<file path="config.mk">
export PLATFORM = sky130hd
export DESIGN_NAME = sha256_message_hasher
export DESIGN_NICKNAME = d
export VERILOG_FILES = /design/src/design/sha256_pkg.sv /design/src/design/sha256_message_hasher.sv /design/src/design/sha256_sched.sv /design/src/design/sha256_core.sv
export SDC_FILE = /design/constraint.sdc
export NUM_CORES = 2
export LEC_CHECK = 0
export BUFFER_PORTS_ARGS = -buffer_cell sky130_fd_sc_hd__buf_2
export CAP_MARGIN = 10
export CORE_MARGIN = 10
export CORE_UTILIZATION = 45
export CTS_BUF_LIST = sky130_fd_sc_hd__clkbuf_4 sky130_fd_sc_hd__clkbuf_8
export CTS_CLUSTER_DIAMETER = 40
export DETAILED_ROUTE_END_ITERATION = 12
export GPL_ROUTABILITY_DRIVEN = 1
export GPL_TIMING_DRIVEN = 0
export SYNTH_ARGS = -nofsm -noshare
export SYNTH_HDL_FRONTEND = slang
export SYNTH_SLANG_ARGS = --single-unit
</file>
<file path="constraint.sdc">
create_clock -name clk -period 30 [get_ports clk]
set_input_delay 6 -clock clk [delete_from_list [all_inputs] [get_ports clk]]
set_output_delay 6 -clock clk [all_outputs]
set_load 0.005 [all_outputs]
</file>
<file path="src/design/sha256_pkg.sv">
package sha256_pkg;

  typedef struct packed {
    logic [7:0] data_byte;
    logic       has_byte;
    logic       last;
  } in_t;

  typedef struct packed {
    logic [63:0] digest_high;
    logic [63:0] digest_upper_mid;
    logic [63:0] digest_lower_mid;
    logic [63:0] digest_low;
  } out_t;

  typedef enum logic [2:0] {
    ST_IDLE,
    ST_PAD,
    ST_COMPRESS,
    ST_ADD,
    ST_FINISH
  } state_t;

  typedef enum logic [2:0] {
    CORE_HOLD,
    CORE_INIT,
    CORE_LOAD,
    CORE_ROUND,
    CORE_ADD
  } core_op_t;

  // control for the block buffer / schedule line
  typedef struct packed {
    logic        shift;
    logic        wr_byte;
    logic        wr_len;
    logic [5:0]  pos;
    logic [7:0]  byte_val;
    logic [63:0] len_bits;
  } sched_ctl_t;

  localparam int unsigned ROUNDS = 64;
  localparam logic [7:0] PAD_MARKER = 8'h80;
  localparam logic [5:0] LEN_POS = 6'd56;
  localparam logic [5:0] LAST_POS = 6'd63;

  localparam logic [31:0] INIT_HASH [8] = '{
    32'h6a09e667, 32'hbb67ae85, 32'h3c6ef372, 32'ha54ff53a,
    32'h510e527f, 32'h9b05688c, 32'h1f83d9ab, 32'h5be0cd19
  };

  localparam logic [31:0] ROUND_K [ROUNDS] = '{
    32'h428a2f98, 32'h71374491, 32'hb5c0fbcf, 32'he9b5dba5,
    32'h3956c25b, 32'h59f111f1, 32'h923f82a4, 32'hab1c5ed5,
    32'hd807aa98, 32'h12835b01, 32'h243185be, 32'h550c7dc3,
    32'h72be5d74, 32'h80deb1fe, 32'h9bdc06a7, 32'hc19bf174,
    32'he49b69c1, 32'hefbe4786, 32'h0fc19dc6, 32'h240ca1cc,
    32'h2de92c6f, 32'h4a7484aa, 32'h5cb0a9dc, 32'h76f988da,
    32'h983e5152, 32'ha831c66d, 32'hb00327c8, 32'hbf597fc7,
    32'hc6e00bf3, 32'hd5a79147, 32'h06ca6351, 32'h14292967,
    32'h27b70a85, 32'h2e1b2138, 32'h4d2c6dfc, 32'h53380d13,
    32'h650a7354, 32'h766a0abb, 32'h81c2c92e, 32'h92722c85,
    32'ha2bfe8a1, 32'ha81a664b, 32'hc24b8b70, 32'hc76c51a3,
    32'hd192e819, 32'hd6990624, 32'hf40e3585, 32'h106aa070,
    32'h19a4c116, 32'h1e376c08, 32'h2748774c, 32'h34b0bcb5,
    32'h391c0cb3, 32'h4ed8aa4a, 32'h5b9cca4f, 32'h682e6ff3,
    32'h748f82ee, 32'h78a5636f, 32'h84c87814, 32'h8cc70208,
    32'h90befffa, 32'ha4506ceb, 32'hbef9a3f7, 32'hc67178f2
  };

  function automatic logic [31:0] big_sigma0(input logic [31:0] x);
    return {x[1:0], x[31:2]} ^ {x[12:0], x[31:13]} ^ {x[21:0], x[31:22]};
  endfunction

  function automatic logic [31:0] big_sigma1(input logic [31:0] x);
    return {x[5:0], x[31:6]} ^ {x[10:0], x[31:11]} ^ {x[24:0], x[31:25]};
  endfunction

  function automatic logic [31:0] small_sigma0(input logic [31:0] x);
    return {x[6:0], x[31:7]} ^ {x[17:0], x[31:18]} ^ {3'b000, x[31:3]};
  endfunction

  function automatic logic [31:0] small_sigma1(input logic [31:0] x);
    return {x[16:0], x[31:17]} ^ {x[18:0], x[31:19]} ^ {10'b0, x[31:10]};
  endfunction

endpackage

</file>
<file path="src/design/sha256_message_hasher.sv">
// SHA-256 hasher taking at most one message byte per request. Ordinary bytes are taken
// one per cycle; the byte that fills a 64-byte block starts a compression (64 rounds on
// the single round unit, then the hash update; the working variables load on the
// accepting edge). A request with last set pads one byte per cycle up to the length field
// (wrapping into a second block when fewer than 8 bytes remain after the 0x80 marker),
// then writes the length words, runs one or two block compressions, then places the
// 256-bit digest in the output register and restarts from the initial hash value.
// While busy, in_stall is high; a digest waiting on out_stall holds the block only
// when the next digest is ready to be written.
module sha256_message_hasher (
  input  logic              clk,
  input  logic              rst_n,
  input  logic              in_valid,
  output logic              in_stall,
  input  sha256_pkg::in_t   in_data,
  output logic              out_valid,
  input  logic              out_stall,
  output sha256_pkg::out_t  out_data
);
  import sha256_pkg::*;

  state_t      state_r,  state_nxt;
  logic [5:0]  round_r,  round_nxt;
  logic [5:0]  fill_r,   fill_nxt;
  logic [60:0] len_r,    len_nxt;
  logic        pad_r,    pad_nxt;
  logic        marker_r, marker_nxt;
  logic        final_r,  final_nxt;
  logic        out_valid_r, out_valid_nxt;
  out_t        out_data_r;
  logic        out_load;
  sched_ctl_t  sctl;
  core_op_t    core_op;
  logic [31:0] sched_word;
  out_t        digest;

  sha256_sched u_sched (
    .clk      (clk),
    .ctl      (sctl),
    .word_out (sched_word)
  );

  sha256_core u_core (
    .clk       (clk),
    .rst_n     (rst_n),
    .op        (core_op),
    .round_idx (round_r),
    .word_in   (sched_word),
    .digest    (digest)
  );

  assign in_stall  = (state_r != ST_IDLE);
  assign out_valid = out_valid_r;
  assign out_data  = out_data_r;

  always_comb begin
    state_nxt     = state_r;
    round_nxt     = round_r;
    fill_nxt      = fill_r;
    len_nxt       = len_r;
    pad_nxt       = pad_r;
    marker_nxt    = marker_r;
    final_nxt     = final_r;
    out_load      = 1'b0;
    core_op       = CORE_HOLD;
    sctl          = '0;
    sctl.pos      = fill_r;
    sctl.byte_val = in_data.data_byte;
    sctl.len_bits = {len_r, 3'b000};
    case (state_r)
      ST_IDLE: begin
        if (in_valid) begin
          if (in_data.has_byte) begin
            len_nxt      = len_r + 61'd1;
            sctl.wr_byte = 1'b1;
            fill_nxt     = fill_r + 6'd1;
            if (fill_r == LAST_POS) begin
              core_op    = CORE_LOAD;
              round_nxt  = '0;
              state_nxt  = ST_COMPRESS;
              pad_nxt    = in_data.last;
              marker_nxt = in_data.last;
            end else if (in_data.last) begin
              state_nxt  = ST_PAD;
              pad_nxt    = 1'b1;
              marker_nxt = 1'b1;
            end
          end else if (in_data.last) begin
            state_nxt  = ST_PAD;
            pad_nxt    = 1'b1;
            marker_nxt = 1'b1;
          end
        end
      end
      ST_PAD: begin
        if (!marker_r && fill_r == LEN_POS) begin
          sctl.wr_len = 1'b1;
          core_op     = CORE_LOAD;
          round_nxt   = '0;
          final_nxt   = 1'b1;
          state_nxt   = ST_COMPRESS;
        end else begin
          sctl.wr_byte  = 1'b1;
          sctl.byte_val = marker_r ? PAD_MARKER : 8'h00;
          marker_nxt    = 1'b0;
          fill_nxt      = fill_r + 6'd1;
          if (fill_r == LAST_POS) begin
            core_op   = CORE_LOAD;
            round_nxt = '0;
            state_nxt = ST_COMPRESS;
          end
        end
      end
      ST_COMPRESS: begin
        core_op    = CORE_ROUND;
        sctl.shift = 1'b1;
        round_nxt  = round_r + 6'd1;
        if (round_r == 6'(ROUNDS - 1)) begin
          state_nxt = ST_ADD;
        end
      end
      ST_ADD: begin
        core_op = CORE_ADD;
        if (final_r) begin
          state_nxt = ST_FINISH;
        end else if (pad_r) begin
          state_nxt = ST_PAD;
        end else begin
          state_nxt = ST_IDLE;
        end
      end
      ST_FINISH: begin
        // wait for the output register to be free, then restart the message
        if (!out_valid_r || !out_stall) begin
          out_load   = 1'b1;
          core_op    = CORE_INIT;
          fill_nxt   = '0;
          len_nxt    = '0;
          pad_nxt    = 1'b0;
          marker_nxt = 1'b0;
          final_nxt  = 1'b0;
          state_nxt  = ST_IDLE;
        end
      end
      default: begin
        state_nxt = ST_IDLE;
      end
    endcase
    out_valid_nxt = out_load | (out_valid_r & out_stall);
  end

  always_ff @(posedge clk) begin
    if (!rst_n) begin
      state_r     <= ST_IDLE;
      round_r     <= '0;
      fill_r      <= '0;
      len_r       <= '0;
      pad_r       <= 1'b0;
      marker_r    <= 1'b0;
      final_r     <= 1'b0;
      out_valid_r <= 1'b0;
    end else begin
      state_r     <= state_nxt;
      round_r     <= round_nxt;
      fill_r      <= fill_nxt;
      len_r       <= len_nxt;
      pad_r       <= pad_nxt;
      marker_r    <= marker_nxt;
      final_r     <= final_nxt;
      out_valid_r <= out_valid_nxt;
    end
  end

  always_ff @(posedge clk) begin
    if (out_load) begin
      out_data_r <= digest;
    end
  end

`ifndef SYNTHESIS
  a_round_end: assert property (@(posedge clk) disable iff (!rst_n)
    (state_r == ST_COMPRESS && round_r == 6'(ROUNDS - 1)) |=> state_r == ST_ADD)
    else $error("compression did not end after the last round");

  a_digest_source: assert property (@(posedge clk) disable iff (!rst_n)
    $rose(out_valid_r) |-> $past(state_r) == ST_FINISH)
    else $error("digest presented without a final compression");

  a_idle_no_pad: assert property (@(posedge clk) disable iff (!rst_n)
    state_r == ST_IDLE |-> !pad_r && !final_r)
    else $error("padding left pending while idle");

  a_len_field_aligned: assert property (@(posedge clk) disable iff (!rst_n)
    (state_r == ST_PAD && $past(state_r) == ST_PAD && $past(fill_r) == LEN_POS
      && !$past(marker_r)) |-> 1'b0)
    else $error("padding continued past the length field");
`endif

endmodule

</file>
<file path="src/design/sha256_sched.sv">
module sha256_sched (
  input  logic                   clk,
  input  sha256_pkg::sched_ctl_t ctl,
  output logic [31:0]            word_out
);
  import sha256_pkg::*;

  logic [31:0] w_r   [16];
  logic [31:0] w_nxt [16];
  logic [31:0] next_word;
  logic [3:0]  word_idx;
  logic [1:0]  lane;

  assign word_idx = ctl.pos[5:2];
  assign lane     = ctl.pos[1:0];
  // appended word is W[t+16] while the window holds W[t..t+15]
  assign next_word = small_sigma1(w_r[14]) + w_r[9] + small_sigma0(w_r[1]) + w_r[0];
  assign word_out  = w_r[0];

  always_comb begin
    for (int i = 0; i < 16; i++) begin
      w_nxt[i] = w_r[i];
    end
    if (ctl.shift) begin
      for (int i = 0; i < 15; i++) begin
        w_nxt[i] = w_r[i + 1];
      end
      w_nxt[15] = next_word;
    end else begin
      if (ctl.wr_byte) begin
        // first byte of a word clears the rest of it
        if (lane == 2'd0) begin
          w_nxt[word_idx] = {ctl.byte_val, 24'h0};
        end else begin
          w_nxt[word_idx][{~lane, 3'b000} +: 8] = ctl.byte_val;
        end
      end
      if (ctl.wr_len) begin
        w_nxt[14] = ctl.len_bits[63:32];
        w_nxt[15] = ctl.len_bits[31:0];
      end
    end
  end

  always_ff @(posedge clk) begin
    for (int i = 0; i < 16; i++) begin
      w_r[i] <= w_nxt[i];
    end
  end

endmodule

</file>
<file path="src/design/sha256_core.sv">
module sha256_core (
  input  logic                 clk,
  input  logic                 rst_n,
  input  sha256_pkg::core_op_t op,
  input  logic [5:0]           round_idx,
  input  logic [31:0]          word_in,
  output sha256_pkg::out_t     digest
);
  import sha256_pkg::*;

  logic [31:0] hash_r    [8];
  logic [31:0] hash_nxt  [8];
  logic [31:0] work_r    [8];
  logic [31:0] work_nxt  [8];
  logic [31:0] t1;
  logic [31:0] t2;
  logic [31:0] ch_val;
  logic [31:0] maj_val;

  assign ch_val  = (work_r[4] & work_r[5]) ^ (~work_r[4] & work_r[6]);
  assign maj_val = (work_r[0] & work_r[1]) ^ (work_r[0] & work_r[2]) ^ (work_r[1] & work_r[2]);
  assign t1 = work_r[7] + big_sigma1(work_r[4]) + ch_val + ROUND_K[round_idx] + word_in;
  assign t2 = big_sigma0(work_r[0]) + maj_val;

  assign digest.digest_high      = {hash_r[0], hash_r[1]};
  assign digest.digest_upper_mid = {hash_r[2], hash_r[3]};
  assign digest.digest_lower_mid = {hash_r[4], hash_r[5]};
  assign digest.digest_low       = {hash_r[6], hash_r[7]};

  always_comb begin
    for (int i = 0; i < 8; i++) begin
      hash_nxt[i] = hash_r[i];
      work_nxt[i] = work_r[i];
    end
    case (op)
      CORE_HOLD: begin
      end
      CORE_INIT: begin
        for (int i = 0; i < 8; i++) begin
          hash_nxt[i] = INIT_HASH[i];
        end
      end
      CORE_LOAD: begin
        for (int i = 0; i < 8; i++) begin
          work_nxt[i] = hash_r[i];
        end
      end
      CORE_ROUND: begin
        work_nxt[7] = work_r[6];
        work_nxt[6] = work_r[5];
        work_nxt[5] = work_r[4];
        work_nxt[4] = work_r[3] + t1;
        work_nxt[3] = work_r[2];
        work_nxt[2] = work_r[1];
        work_nxt[1] = work_r[0];
        work_nxt[0] = t1 + t2;
      end
      CORE_ADD: begin
        for (int i = 0; i < 8; i++) begin
          hash_nxt[i] = hash_r[i] + work_r[i];
        end
      end
      default: begin
      end
    endcase
  end

  always_ff @(posedge clk) begin
    if (!rst_n) begin
      for (int i = 0; i < 8; i++) begin
        hash_r[i] <= INIT_HASH[i];
      end
    end else begin
      for (int i = 0; i < 8; i++) begin
        hash_r[i] <= hash_nxt[i];
      end
    end
  end

  always_ff @(posedge clk) begin
    for (int i = 0; i < 8; i++) begin
      work_r[i] <= work_nxt[i];
    end
  end

endmodule
</file>
==> metrics.yaml <==
run_status:
  status: "finished clean"
global_route:
  grt_pass1_vias: 65676
  antenna_found_initial: 17
  grt_max_degree: 90
  grt_pass1_wl_microns: 473000
  overflow: 0
  grt_usage_pct: 33.8
finish:
  syn_to_final_growth_pct: 14.2
  nNetsFinal: 9448
  final_layout_size_suffix_gt1_share_pct: 9.92
  fin_util_pct: 51.7
  stdcell_count: 11403
sta:
  slew_violations: 0
  worstMarginPinSlew_ns: 1.43
  skew_ns: 0.0824
  fin_crit_ns: 13.17
  hold_viol: 0
  finalCritPeriodShare_pct: 43.9
  rsz0062_at_grt: "false"
  tns_ns: 0
  slew_headroom_pct: 4.52
  fin_ws_ns: 16.83
  timing.fmax_ghz: 0.0759
  setup_viol: 0
setup_path:
  reg2reg_to: "u_core.work_r[0][31]"
  end_kind: "flop"
  critical_path_buf_inv_count: 8
  r2r.worst_path.cells: 37
  cp.required_ns: 30.77
  cp-start-kind: "flop"
  crit_start: "round_r[1]"
  r2r-start: "round_r[1]"
  crit_family: "adder cells"
  regToRegSetupSlack_ns: 16.83
  crit_fanout: 16
  cpPeakStageDelay_ns: 1.03
  cp.arrival_ns: 13.94
  cp_num_cells: 37
  criticalPathCategory: "flop to flop"
  cp_slowest_cell: "o21ai_0"
  cp_common_cell: "inv_1"
  cp-endpoint: "u_core.work_r[0][31]"
logic_synthesis:
  synth_area_sq_um: 79900
  syn-instance-count: 8219
  yosysSeqAreaShare_pct: 46.9
  synth_cell_types: 103
  synth-seq-cells: 1360
  synth.net_count: 8825
  ys.warnings.count: 0
  yosys_most_used_dff: "edfxtp_1"
  synth_async_sr_flop_share_pct: 0
  syn_avg_cell_area_sq_um: 9.73
  synth-edff-count: 1024
route:
  vias: 69876
  drt-wirelength-per-cell_microns: 29.8
  drt_iter0_drc: 10299
  ant_nets: 0
  drc: 0
  avgViaCountPerCell: 6.13
  routed_wl_microns: 339000
  firstDrtPassIters: 8
place:
  place_ws_ns: 17.17
  place_hpwl_microns: 261000
  placed_cells: 10870
  gp_congestion: 1.01
  port_buffers: 270
flow_run:
  cap_violations: 0
die:
  die-width_microns: 441
  start_util_pct: 45.3
  die_h_microns: 441
  io_pins: 272
  num_rows: 154
  dieArea_sq_um: 195000
  core_sq_um: 176000
power_and_ir_drop:
  p_comb_share_pct: 15.5
  leakagePower_nw: 35.0
  swShare_pct: 28.2
  intPower_mw: 3.62
  max-vdd-ir-drop_v: 0.0000515
  power_density_nw_per_um2: 55.2
  p_switching_mw: 1.42
  seq_power_share_pct: 40.1
  clockPowerShare_pct: 44.4
clock_tree:
  cts_resized: 0
  cts_buffer_depth: 4
  post-cts-setup-buffers: 0
  root_buffer: "clkbuf_8"
  cts_hold_buffers: 0
  clk_latency_ns: 1.10
  h-tree-depth: 5
  path_clk_slew_ns: 0.07
  tritoncts: "done"
  clock-sinks: 1360
  cts_buffers: 288
hold_path:
  worst_hold_path_type: "flop to flop"
worst register-to-register path, delay by kind of cell, from the launching register on:
kind / cells / cell delay, ns
xor+xnor: 2 / 0.83
flops: 1 / 0.66
simple gates: 8 / 1.72
compound gates: 12 / 3.59
buf+inv: 8 / 2.42
fa+ha+maj: 7 / 3.66
cell usage in the layout (no fill, tap or decap), types with 56 or more instances in the layout:
| cell type | synthesis | routed |
|---|---|---|
| and3_1 | 59 | 59 |
| nor2_1 | 481 | 481 |
| clkbuf_1 | 385 | 373 |
| nand2b_1 | 69 | 69 |
| nor3_1 | 145 | 144 |
| a21o_1 | 206 | 206 |
| xnor2_1 | 397 | 397 |
| o21a_1 | 56 | 56 |
| clkbuf_4 | 0 | 60 |
| a211oi_1 | 57 | 56 |
| dfxtp_1 | 336 | 336 |
| o21ai_0 | 900 | 892 |
| nand3_1 | 150 | 150 |
| clkbuf_8 | 0 | 311 |
| fa_1 | 195 | 195 |
| edfxtp_1 | 1024 | 1024 |
| inv_1 | 276 | 275 |
| nand2_1 | 1568 | 1568 |
| xor2_1 | 222 | 221 |
| a21oi_1 | 478 | 478 |
| a221oi_1 | 64 | 64 |
| ha_1 | 397 | 397 |
| buf_2 | 3 | 288 |
area by class of cell:
cell class,instances,area [sq um]
Tap cell,2340,2930
Clock buffer,365,4690
Inverter,281,1060
Antenna cell,8,20.0
Multi-Input combinational cell,6157,39900
Sequential cell,1360,37500
Timing Repair Buffer,333,2020
Fill cell,16314,85200
Buffer,421,1600
Clock inverter,138,1660
sequential cells by signal, indices dropped and copies added, names as in the netlist:
signal         count
out_valid          1
fill_r             6
u_sched.w_r      512
u_core.hash_r    256
len_r             61
round_r            6
out_data         256
final_r            1
pad_r              1
marker_r           1
u_core.work_r    256
state_r            3
through the flow:
stage                     hold WS [ns]  total power, mW  area (sq um)
after floorplan                  0.422             2.53         79900
after global placement           0.447             2.79         84200
after detailed placement         0.451             2.80         84800
after CTS                        0.449             5.02         91100
after global routing             0.473             5.19         91300
final                            0.453             5.04         91300
worst min path at each step:
stage / start / to / slack [ns] / depth (start not counted)
floorplan: u_core.hash_r[0][191] / out_data[95] / 0.42 / 0
global placement: pad_r / pad_r / 0.45 / 2
detailed placement: pad_r / pad_r / 0.45 / 2
CTS: u_sched.w_r[0][182] / u_sched.w_r[0][150] / 0.45 / 2
global route: u_core.hash_r[0][254] / out_data[30] / 0.47 / 0
finish: u_sched.w_r[0][181] / u_sched.w_r[0][149] / 0.45 / 2
metal layers:
metal | part of all wire [%] | vias to the layer above | GRT usage [%]
li1 | - | 30585 | -
met1 | 40 | 34003 | 46.8
met2 | 42 | 4472 | 49.5
met3 | 12 | 814 | 7.63
met4 | 5.8 | 2 | 17.3
met5 | 0.0047 | - | 0
logic make-up after synthesis:
logic type	count (synthesis)	share of synthesized area (%)
and+or+nand+nor	2702	14.4
muxes	53	0.819
DFF	1360	46.9
AOI/OAI and AO/OA	2169	16.4
adders and majority gates	613	11.4
xor gates and xnor gates	620	6.80
buffers and inverters	702	3.30
power groups by stage:
stage	clock, mW	combinational (mW)	sequential (mW)
after floorplan	0	0.475	2.05
after CTS	2.25	0.742	2.02
after global placement	0	0.726	2.06
final	2.24	0.779	2.02
after detailed placement	0	0.735	2.06
after global routing	2.35	0.824	2.02
synth_stat cells (19+ instances only):
master	n	share of area (%)
a311oi_1	19	0.21
edfxtp_1	1024	38
and3_1	59	0.46
a221oi_1	64	0.70
o211ai_1	35	0.33
maj3_1	21	0.26
a211oi_1	57	0.54
nor3_1	145	0.91
buf_1	33	0.15
o21a_1	56	0.53
xor2_1	222	2.4
nand2_1	1568	7.4
nor2b_1	46	0.36
a21oi_1	478	3.0
fa_1	195	4.9
nand4_1	31	0.24
a31oi_1	43	0.34
o21bai_1	45	0.42
nand3_1	150	0.94
a21o_1	206	1.9
o31ai_1	25	0.23
nand2b_1	69	0.54
clkbuf_1	385	1.8
and2_1	32	0.25
a22oi_1	36	0.34
nor2_1	481	2.3
mux2i_1	35	0.44
o21ai_0	900	5.6
ha_1	397	6.2
inv_1	276	1.3
xnor2_1	397	4.3
o22ai_1	38	0.30
dfxtp_1	336	8.4
or3_1	38	0.30
Note: power is estimated with default switching activity, not from simulation.
